$ cat config.mk
export PLATFORM = sky130hd
export DESIGN_NAME = escaped_run_length_encoder
export DESIGN_NICKNAME = d
export VERILOG_FILES = /design/src/rtl/core/erle_pkg.sv /design/src/rtl/core/erle_pack.sv /design/src/rtl/core/escaped_run_length_encoder.sv
export SDC_FILE = /design/constraint.sdc
export NUM_CORES = 1
export LEC_CHECK = 0
export ABC_CLOCK_PERIOD_IN_PS = 4800
export BUFFER_PORTS_ARGS = -buffer_cell sky130_fd_sc_hd__clkbuf_2
export CORE_MARGIN = 2
export CORE_UTILIZATION = 60
export CTS_CLUSTER_DIAMETER = 150
export DETAILED_ROUTE_END_ITERATION = 10
export PLACE_DENSITY = 0.76
export SETUP_SLACK_MARGIN = 0.05
export SLEW_MARGIN = 20
export SYNTH_ARGS = -nofsm -noshare
export SYNTH_HDL_FRONTEND = slang
export SYNTH_HIERARCHICAL = 1
export SYNTH_SLANG_ARGS = --single-unit
export TNS_END_PERCENT = 30
$ cat constraint.sdc
create_clock -name clk -period 4.8 [get_ports clk]
set_clock_uncertainty 0.15 [all_clocks]
set_input_delay 0.24 -clock clk [delete_from_list [all_inputs] [get_ports clk]]
set_output_delay 0.24 -clock clk [all_outputs]
set_load 0.02 [all_outputs]
$ cat src/rtl/core/erle_pkg.sv
// ---------------------------------------------------------------------------
// erle_pkg
// Shared constants and types for the escaped run-length encoder.
// ---------------------------------------------------------------------------
package erle_pkg;

  localparam int WORD_BITS_DEF = 16;
  // Most words one source beat can produce: old-run triple plus new-run triple
  localparam int MAX_OUT       = 6;
  localparam int CNT_BITS      = $clog2(MAX_OUT + 1);

  typedef struct packed {
    logic [CNT_BITS-1:0] count;
    logic [MAX_OUT-1:0]  last;
  } erle_emit_t;

endpackage

$ cat src/rtl/core/erle_pack.sv
// ---------------------------------------------------------------------------
// erle_pack
// Builds the encoded word list for one source beat and the next run state.
// ---------------------------------------------------------------------------
module erle_pack import erle_pkg::*; #(
  parameter int WORD_BITS = WORD_BITS_DEF
) (
  input  logic [WORD_BITS-1:0] run_value,
  input  logic [WORD_BITS-1:0] run_length,
  input  logic [WORD_BITS-1:0] word,
  input  logic                 last,
  output logic [WORD_BITS-1:0] emit_word [MAX_OUT],
  output erle_emit_t           emit,
  output logic [WORD_BITS-1:0] value_next,
  output logic [WORD_BITS-1:0] length_next
);

  localparam logic [WORD_BITS-1:0] LEN_MAX = '1;
  localparam logic [WORD_BITS-1:0] LEN_ONE = WORD_BITS'(1);
  localparam logic [WORD_BITS-1:0] LEN_TWO = WORD_BITS'(2);

  logic                 close_old;
  logic                 fresh;
  logic [WORD_BITS-1:0] val_b;
  logic [WORD_BITS-1:0] len_b;
  logic [WORD_BITS-1:0] a_w [3];
  logic [WORD_BITS-1:0] b_w [3];
  logic [1:0]           a_n;
  logic [1:0]           b_n;

  assign close_old = (run_length != '0) &&
                     ((word != run_value) || (run_length == LEN_MAX));
  assign fresh     = close_old || (run_length == '0);
  assign val_b     = fresh ? word : run_value;
  assign len_b     = fresh ? LEN_ONE : run_length + LEN_ONE;

  assign value_next  = val_b;
  assign length_next = last ? '0 : len_b;

  // Flush of the run being closed by a different or overflowing word
  always_comb begin
    a_w[0] = run_value;
    a_w[1] = run_value;
    a_w[2] = run_value;
    a_n    = 2'd0;
    if (close_old) begin
      if ((run_length > LEN_TWO) || (run_value == '0)) begin
        a_w[0] = '0;
        a_w[1] = run_length;
        a_n    = 2'd3;
      end else begin
        a_n    = run_length[1:0];
      end
    end
  end

  // Flush of the run that holds the last-marked word
  always_comb begin
    b_w[0] = val_b;
    b_w[1] = val_b;
    b_w[2] = val_b;
    b_n    = 2'd0;
    if (last) begin
      if ((len_b > LEN_TWO) || (val_b == '0)) begin
        b_w[0] = '0;
        b_w[1] = len_b;
        b_n    = 2'd3;
      end else begin
        b_n    = len_b[1:0];
      end
    end
  end

  // Concatenate both flushes into one word list
  always_comb begin
    logic [CNT_BITS-1:0] j;
    j          = '0;
    emit.count = CNT_BITS'(a_n) + CNT_BITS'(b_n);
    emit.last  = '0;
    for (int i = 0; i < MAX_OUT; i++) begin
      emit_word[i] = '0;
      j            = CNT_BITS'(i) - CNT_BITS'(a_n);
      if (CNT_BITS'(i) < CNT_BITS'(a_n)) begin
        emit_word[i] = a_w[2'(i)];
      end else if (j < CNT_BITS'(b_n)) begin
        emit_word[i] = b_w[j[1:0]];
        emit.last[i] = last && (j == CNT_BITS'(b_n) - CNT_BITS'(1));
      end
    end
  end

endmodule

$ cat src/rtl/core/escaped_run_length_encoder.sv
// ---------------------------------------------------------------------------
// escaped_run_length_encoder
// Run-length encoder with a zero escape: long runs and zero runs become (0, count, value).
// ---------------------------------------------------------------------------
// Source words enter on the s_ side and encoded words leave on the m_ side,
// one word per beat. A beat that extends an open run produces nothing and a
// beat that closes a run of one nonzero word produces one word, so such
// streams pass at one beat per cycle while m_tready is high. A beat that
// produces n words (up to six: the flush of the previous run plus the flush
// of a last-marked run) loads a six-entry output buffer that drains one word
// per cycle while m_tready is high, and s_tready stays low while it drains;
// the next beat is taken in the cycle the final buffered word leaves. Runs
// longer than two, and every run of zero, go out as 0, count, value; shorter
// runs go out as literal words. Runs split at the largest count a word
// holds, and the final word of a block has tlast.
// ---------------------------------------------------------------------------
module escaped_run_length_encoder import erle_pkg::*; #(
  parameter int WORD_BITS = WORD_BITS_DEF
) (
  input  logic                                 clk,
  input  logic                                 rst,
  input  logic                                 s_tvalid,
  output logic                                 s_tready,
  input  logic [((WORD_BITS + 7) / 8) * 8-1:0] s_tdata,  // word_in
  input  logic                                 s_tlast,  // last_in
  output logic                                 m_tvalid,
  input  logic                                 m_tready,
  output logic [((WORD_BITS + 7) / 8) * 8-1:0] m_tdata,  // word_out
  output logic                                 m_tlast   // last_out
);

  localparam int DATA_BITS = ((WORD_BITS + 7) / 8) * 8;

  logic [WORD_BITS-1:0] run_value;
  logic [WORD_BITS-1:0] run_length;
  logic [WORD_BITS-1:0] value_next;
  logic [WORD_BITS-1:0] length_next;
  logic [WORD_BITS-1:0] emit_word [MAX_OUT];
  erle_emit_t           emit;

  logic [WORD_BITS-1:0] pend_word [MAX_OUT];
  logic [MAX_OUT-1:0]   pend_last;
  logic [CNT_BITS-1:0]  pend_cnt;

  logic accept;
  logic pop;

  erle_pack #(
    .WORD_BITS (WORD_BITS)
  ) u_pack (
    .run_value   (run_value),
    .run_length  (run_length),
    .word        (s_tdata[WORD_BITS-1:0]),
    .last        (s_tlast),
    .emit_word   (emit_word),
    .emit        (emit),
    .value_next  (value_next),
    .length_next (length_next)
  );

  assign m_tvalid = (pend_cnt != '0);
  assign m_tdata  = DATA_BITS'(pend_word[0]);
  assign m_tlast  = pend_last[0];
  assign pop      = m_tvalid && m_tready;
  // Take a beat once the buffer is empty or its final word leaves now
  assign s_tready = (pend_cnt == '0) || ((pend_cnt == CNT_BITS'(1)) && m_tready);
  assign accept   = s_tvalid && s_tready;

  always_ff @(posedge clk) begin
    if (rst) begin
      pend_cnt   <= '0;
      run_value  <= '0;
      run_length <= '0;
    end else if (accept) begin
      pend_cnt   <= emit.count;
      run_value  <= value_next;
      run_length <= length_next;
    end else if (pop) begin
      pend_cnt   <= pend_cnt - CNT_BITS'(1);
    end
  end

  // Load the word list, or advance it by one word per beat out
  always_ff @(posedge clk) begin
    if (accept) begin
      pend_word <= emit_word;
      pend_last <= emit.last;
    end else if (pop) begin
      for (int i = 0; i < MAX_OUT - 1; i++) begin
        pend_word[i] <= pend_word[i + 1];
      end
      pend_last <= pend_last >> 1;
    end
  end

  a_cnt_range: assert property (@(posedge clk) disable iff (rst)
    pend_cnt <= CNT_BITS'(MAX_OUT))
    else $error("output buffer count out of range");

  a_last_closes: assert property (@(posedge clk) disable iff (rst)
    accept && s_tlast |=> (run_length == '0) && m_tvalid)
    else $error("last beat did not close and flush the run");

  a_open_run: assert property (@(posedge clk) disable iff (rst)
    accept && !s_tlast |=> run_length != '0)
    else $error("no run open after a non-last beat");

  a_break_emits: assert property (@(posedge clk) disable iff (rst)
    accept && (run_length != '0) && (s_tdata[WORD_BITS-1:0] != run_value) |=> m_tvalid)
    else $error("changed word did not flush the previous run");

endmodule
## Word-level counts from Yosys, hierarchy flattened

Index checks and enable logic that the tools add are counted.
W data, S select, Z words.

| word-level totals | value |
|---|---|
| flip-flop bits (word level) | 137 |
| bits in latches | 0 |
| bits in writable memories | 0 |
| bits in read-only memories | 0 |
| input bits | 21 |
| word-level logic and storage cells | 133 |
| memories | 0 |

| cells by class | value |
|---|---|
| $add $sub $neg | 10 |
| $mul | 0 |
| div/mod/pow operators | 0 |
| $lt $le $gt $ge | 19 |
| eq/ne operators | 9 |
| shift-type cells | 0 |
| mux-type cells | 57 |
| bitwise gates (word level) | 6 |
| reductions and logical operators | 22 |

Operators with widths:

| kind | count |
|---|---|
| $mux W16 | 26 |
| $bmux W16 S2 | 6 |
| $mux W80 | 2 |
| $mux W32 | 4 |
| $logic_not A16 Y1 | 3 |
| $gt A16 B2 Y1 const B | 2 |
| $eq A3 B3 Y1 | 6 |
| $ge A3 B3 Y1 const B | 6 |
| $lt A3 B2 Y1 | 6 |
| $not A2 Y3 | 6 |
| $add A16 B1 Y16 const B | 1 |
| $eq A16 B16 Y1 const B | 1 |
| $ne A16 B16 Y1 | 1 |
| $reduce_bool A16 Y1 | 1 |
| $mux W6 | 2 |
| $mux W1 | 11 |
| $logic_and A1 B1 Y1 | 10 |
| $mux W2 | 4 |
| $lt A3 B2 Y1 const A | 2 |
| $mux W3 | 2 |
| $sub A1 B2 Y3 const A | 2 |
| $sub A2 B2 Y3 const A | 2 |
| $sub A3 B2 Y3 const A | 2 |
| $logic_or A1 B1 Y1 | 5 |
| 9 further kinds | 10 |

## Logic depth before layout (Yosys ltp)

| depth | value |
|---|---|
| word-level depth | 15 |
| gate-level depth with buffers | 17 |

## By module

The synthesis kept the hierarchy.

Modules (own cells, without submodules):

| module | instances | cells an instance | area each (µm²) | sequential area each (µm²) |
|---|---|---|---|---|
| escaped_run_length_encoder | 1 | 399 | 5939.4 | 3763.6 |
| erle_pack | 1 | 424 | 2788.9 | 0.0 |

## Least setup slack after synthesis

No wires, ideal clock.

| timing | value |
|---|---|
| path type | register to register |
| start point | register run_length[1] |
| end point | register pend_word[58] (netlist name), data pin |
| library setup time | 0.129 ns |
| arrival | 4.039 ns |
| setup slack | 0.482 ns |
| stages on the path, launching flop included | 16 |
| buffers on the path | 2 |
| period minus slack after synthesis | 4.318 ns |
| cell sequence | dfxtp_1 -> ha_1 -> nand3_2 -> nor3_2 -> nand4_2 -> a221oi_4 -> ha_1 -> clkbuf_1 -> clkinv_1 -> ha_1 -> a211oi_1 -> a21bo_2 -> a21oi_1 -> buf_2 -> and2_1 -> mux2_4 |

RTL lines:

| item | RTL line | RTL |
|---|---|---|
| start: declaration | escaped_run_length_encoder.sv:35 | `logic [WORD_BITS-1:0] run_length;` |
| start signal: assignment | escaped_run_length_encoder.sv:77 | `run_length <= length_next;` |
| end signal: assignment | escaped_run_length_encoder.sv:86 | `pend_word <= emit_word;` |
| end signal: indexed assignment | escaped_run_length_encoder.sv:90 | `pend_word[i] <= pend_word[i + 1];` |
| end: declaration | escaped_run_length_encoder.sv:41 | `logic [WORD_BITS-1:0] pend_word [MAX_OUT];` |

==> flow_summary_export.csv <==
group,metric,value,unit
route,wirelength,23.6,mm
critical_path,worstPathRequired,4.96,ns
cells_and_area,antenna_cells,0,
global_routing,grt_overflow,0,
synthesis,syn-cell-area,8730,um^2
synthesis,ys_seq_area_share,43.1,%
synthesis,synth-seq-cells,137,
floorplanning,dieArea,15500,um^2
timing,setup-tns-final,0,ns
critical_path,r2r-end,"m_tdata[9]$_DFFE_PP_",
critical_path,cp-endpoint,"m_tdata[9]$_DFFE_PP_",
timing,setup_viol,0,
critical_path,crit_start,"run_length[1]$_SDFFE_PP0P_",
global_routing,grt_use_total,30.4,%
critical_path,slowest_delay,0.66,ns
route,initialDrtViolationCount,761,
cells_and_area,drive_above_1_share,27.2,%
pwr,p_leak,0.00357,uW
critical_path,startpoint_type,"flop",
critical_path,cp.buffers_inverters,0,
cells_and_area,fin_util,65.8,%
critical_path,path_cells,"ha_1 -> nand3_2 -> nor4_1 -> xnor2_1 -> o2111a_2 -> nand2_1 -> o21a_1 -> o21a_1 -> fa_1 -> o21ai_0 -> a211oi_4 -> a22o_1 -> mux2_4",
clocking,clkSinkCount,137,
critical_path,r2r_slack,0.25,ns
synthesis,yosys_warnings,6,
critical_path,worst_path_most_repeated_cell,"o21a_1",
floorplanning,num_rows,44,
clocking,hold_buffers,0,
outcome,status,"finished clean",
global_routing,grt_max_degree,88,
critical_path,crit_arrival,4.71,ns
critical_path,critical_path_class,"reg2reg",
timing,hold_viol,0,
critical_path,slowest_stage,"a211oi_4",
cells_and_area,layout_commonest_cell,"edfxtp_1",
global_routing,grt_pass1_wl,36.6,mm
global_routing,use_met1,41.5,%
synthesis,synthArstFlopShare,0,%
min_path,hold_path_class,"in2reg",
route,post-route-drc-count,0,
synthesis,syn_inst,823,
clocking,clock_path_buffers,2,
pwr,ir_drop,0.540,mV
clocking,post-cts-setup-buffers,0,
global_routing,antenna_found_initial,0,
placed_design,port_buffers,39,
synthesis,synth_top_area_cell,"edfxtp_1",
clocking,clock-root-buffer,"clkbuf_16",
global_routing,met3_usage,9.02,%
synthesis,synth_area_leaders,"edfxtp_1, dfxtp_1, mux2_4",
clocking,ctsResizeCount,0,
floorplanning,fp.dieH,125,um
critical_path,worstPathMaxFanout,15,
clocking,clk_pin_slew,0.06,ns
floorplanning,initial_core_util,60.7,%
route,vias,6616,
route,first_pass_iters,7,
cells_and_area,nNetsFinal,855,
placed_design,routabilityCongestion,1.01,
clocking,cts_tree,"done",
critical_path,worstSetupPathDepth,13,
clocking,clk_latency,0.44,ns
critical_path,cp_top_family,"compound AO/OA/AOI/OAI gates",
synthesis,synthFlopType,"edfxtp_1",
timing,max_freq,0.220,GHz
timing,slew_headroom,28.2,%
floorplanning,io_pins,40,
route,viasPerCell,6.52,
synthesis,ys_types,74,
cells_and_area,layout_common_cells,"edfxtp_1, a21oi_1, mux2_2",
synthesis,synth_edf_count,102,
synthesis,synth.top_cell.area_share,35.1,%
critical_path,reg2regPathDepth,13,
floorplanning,core,14400,um^2
critical_path,end_kind,"flop",
floorplanning,die_w,125,um
timing,tightest_slew,1.07,ns
clocking,cts_inserted_buffers,17,
clocking,htreeDepth,4,
global_routing,grtUsageMet2,46.7,%
route,avgRoutedWirePerCell,23.2,um
global_routing,grt_pass1_vias,6474,
pwr,p_per_area,587,nW/um^2
critical_path,r2r_start,"run_length[1]$_SDFFE_PP0P_",
timing,fin_crit_sh,94.8,%
placed_design,hpwl,15.6,mm
timing,rsz0062_at_grt,"yes",
cells_and_area,syn_to_final_growth,8.30,%
flow_run,drv_cap,0,
route,drtAntennaViolNets,0,
timing,min_period,4.55,ns
global_routing,busiest_layer,"met2",
timing,slew_violations,0,
synthesis,postSynthAreaPerCell,10.6,um^2
## metal layers
layer / vias to the layer above / routed length [um]
met5: - / 0
met4: 0 / 557
met3: 49 / 2360
met2: 386 / 10800
met1: 3210 / 9840
li1: 2971 / -
## per-stage QoR
| step | instances | cell area (um^2) | power (uW) | worst slack, ns | hold slack [ns] |
|---|---|---|---|---|---|
| floorplan | 838 | 8780 | 3870 | 0.482 | 0.300 |
| global placement | 982 | 8840 | 4170 | 0.0813 | 0.376 |
| detailed placement | 982 | 8850 | 4280 | 0.167 | 0.384 |
| CTS | 1014 | 9400 | 5530 | 0.151 | 0.0170 |
| global route | 1015 | 9450 | 5790 | 0.0141 | 0.0233 |
| finish | 1015 | 9450 | 5550 | 0.247 | 0.0239 |
## tightest hold or removal path, delay by kind of cell
kind,cells,cell delay [ns]
buf+inv,1,0.16
simple gates,1,0.10
compound gates,1,0.05
## worst min-delay path by stage
stage	startpoint	slack, ns	endpoint	depth (start not counted)
after floorplan	run_length[2]$_SDFFE_PP0P_	0.30	run_length[2]$_SDFFE_PP0P_	2
after global placement	pend_word[11]$_DFFE_PP_	0.38	pend_word[27]$_DFFE_PP_	1
after detailed placement	pend_word[18]$_DFFE_PP_	0.38	pend_word[34]$_DFFE_PP_	1
after CTS	s_tdata[12]	0.02	run_value[12]$_SDFFE_PP0P_	3
after global routing	s_tdata[12]	0.02	run_value[12]$_SDFFE_PP0P_	3
final	s_tdata[15]	0.02	run_value[15]$_SDFFE_PP0P_	3
## synth_stat cells, types with 3 or more instances
| master | instances |
|---|---|
| or2_2 | 4 |
| a221o_1 | 11 |
| buf_2 | 17 |
| o211ai_1 | 4 |
| nand2_1 | 20 |
| nand4_1 | 11 |
| a22oi_1 | 11 |
| a22o_1 | 15 |
| o22ai_1 | 4 |
| dfxtp_1 | 35 |
| a211oi_1 | 4 |
| a21oi_1 | 54 |
| xnor2_1 | 29 |
| mux2i_1 | 6 |
| clkbuf_1 | 54 |
| or3_1 | 3 |
| a31oi_1 | 4 |
| nand2b_1 | 4 |
| and2_1 | 31 |
| or4_1 | 3 |
| o21a_1 | 5 |
| mux2_2 | 47 |
| nor2b_1 | 3 |
| nor3_1 | 9 |
| and4_1 | 7 |
| mux2_4 | 39 |
| o21ai_0 | 39 |
| a21o_1 | 5 |
| edfxtp_1 | 102 |
| and3_1 | 13 |
| buf_12 | 4 |
| buf_4 | 37 |
| nor4_1 | 17 |
| inv_1 | 21 |
| nand3_1 | 37 |
| xor2_1 | 6 |
| nor2_1 | 45 |
| ha_1 | 14 |
## power breakdown
part           internal, uW  total [uW]  switching, uW
Sequential             1990        2200            216
Combinational           901        2090           1190
Clock                   738        1260            520
## kinds of logic after synthesis
group | synth area share, %
mux | 13.5
flops | 43.1
compound gates | 14.2
simple gates | 14.1
other cells | 0.0430
fa+ha+maj | 2.47
xor+xnor | 3.51
buf+inv | 9.02
## sequential cells by signal, summed over array words and instances, names as in the netlist
name        flops
pend_word      80
m_tdata        16
run_length     16
run_value      16
pend_last       6
pend_cnt        3
## layout make-up
cell class / count / area, um^2
clock buffers: 21 / 460
clock inverters: 11 / 97.6
fillers: 1077 / 4920
inverters: 23 / 86.3
multi-input cells: 559 / 4280
flip-flops and latches: 137 / 3760
well taps: 184 / 230
repair buffers: 80 / 536
Power figures use the tool's default switching activity.
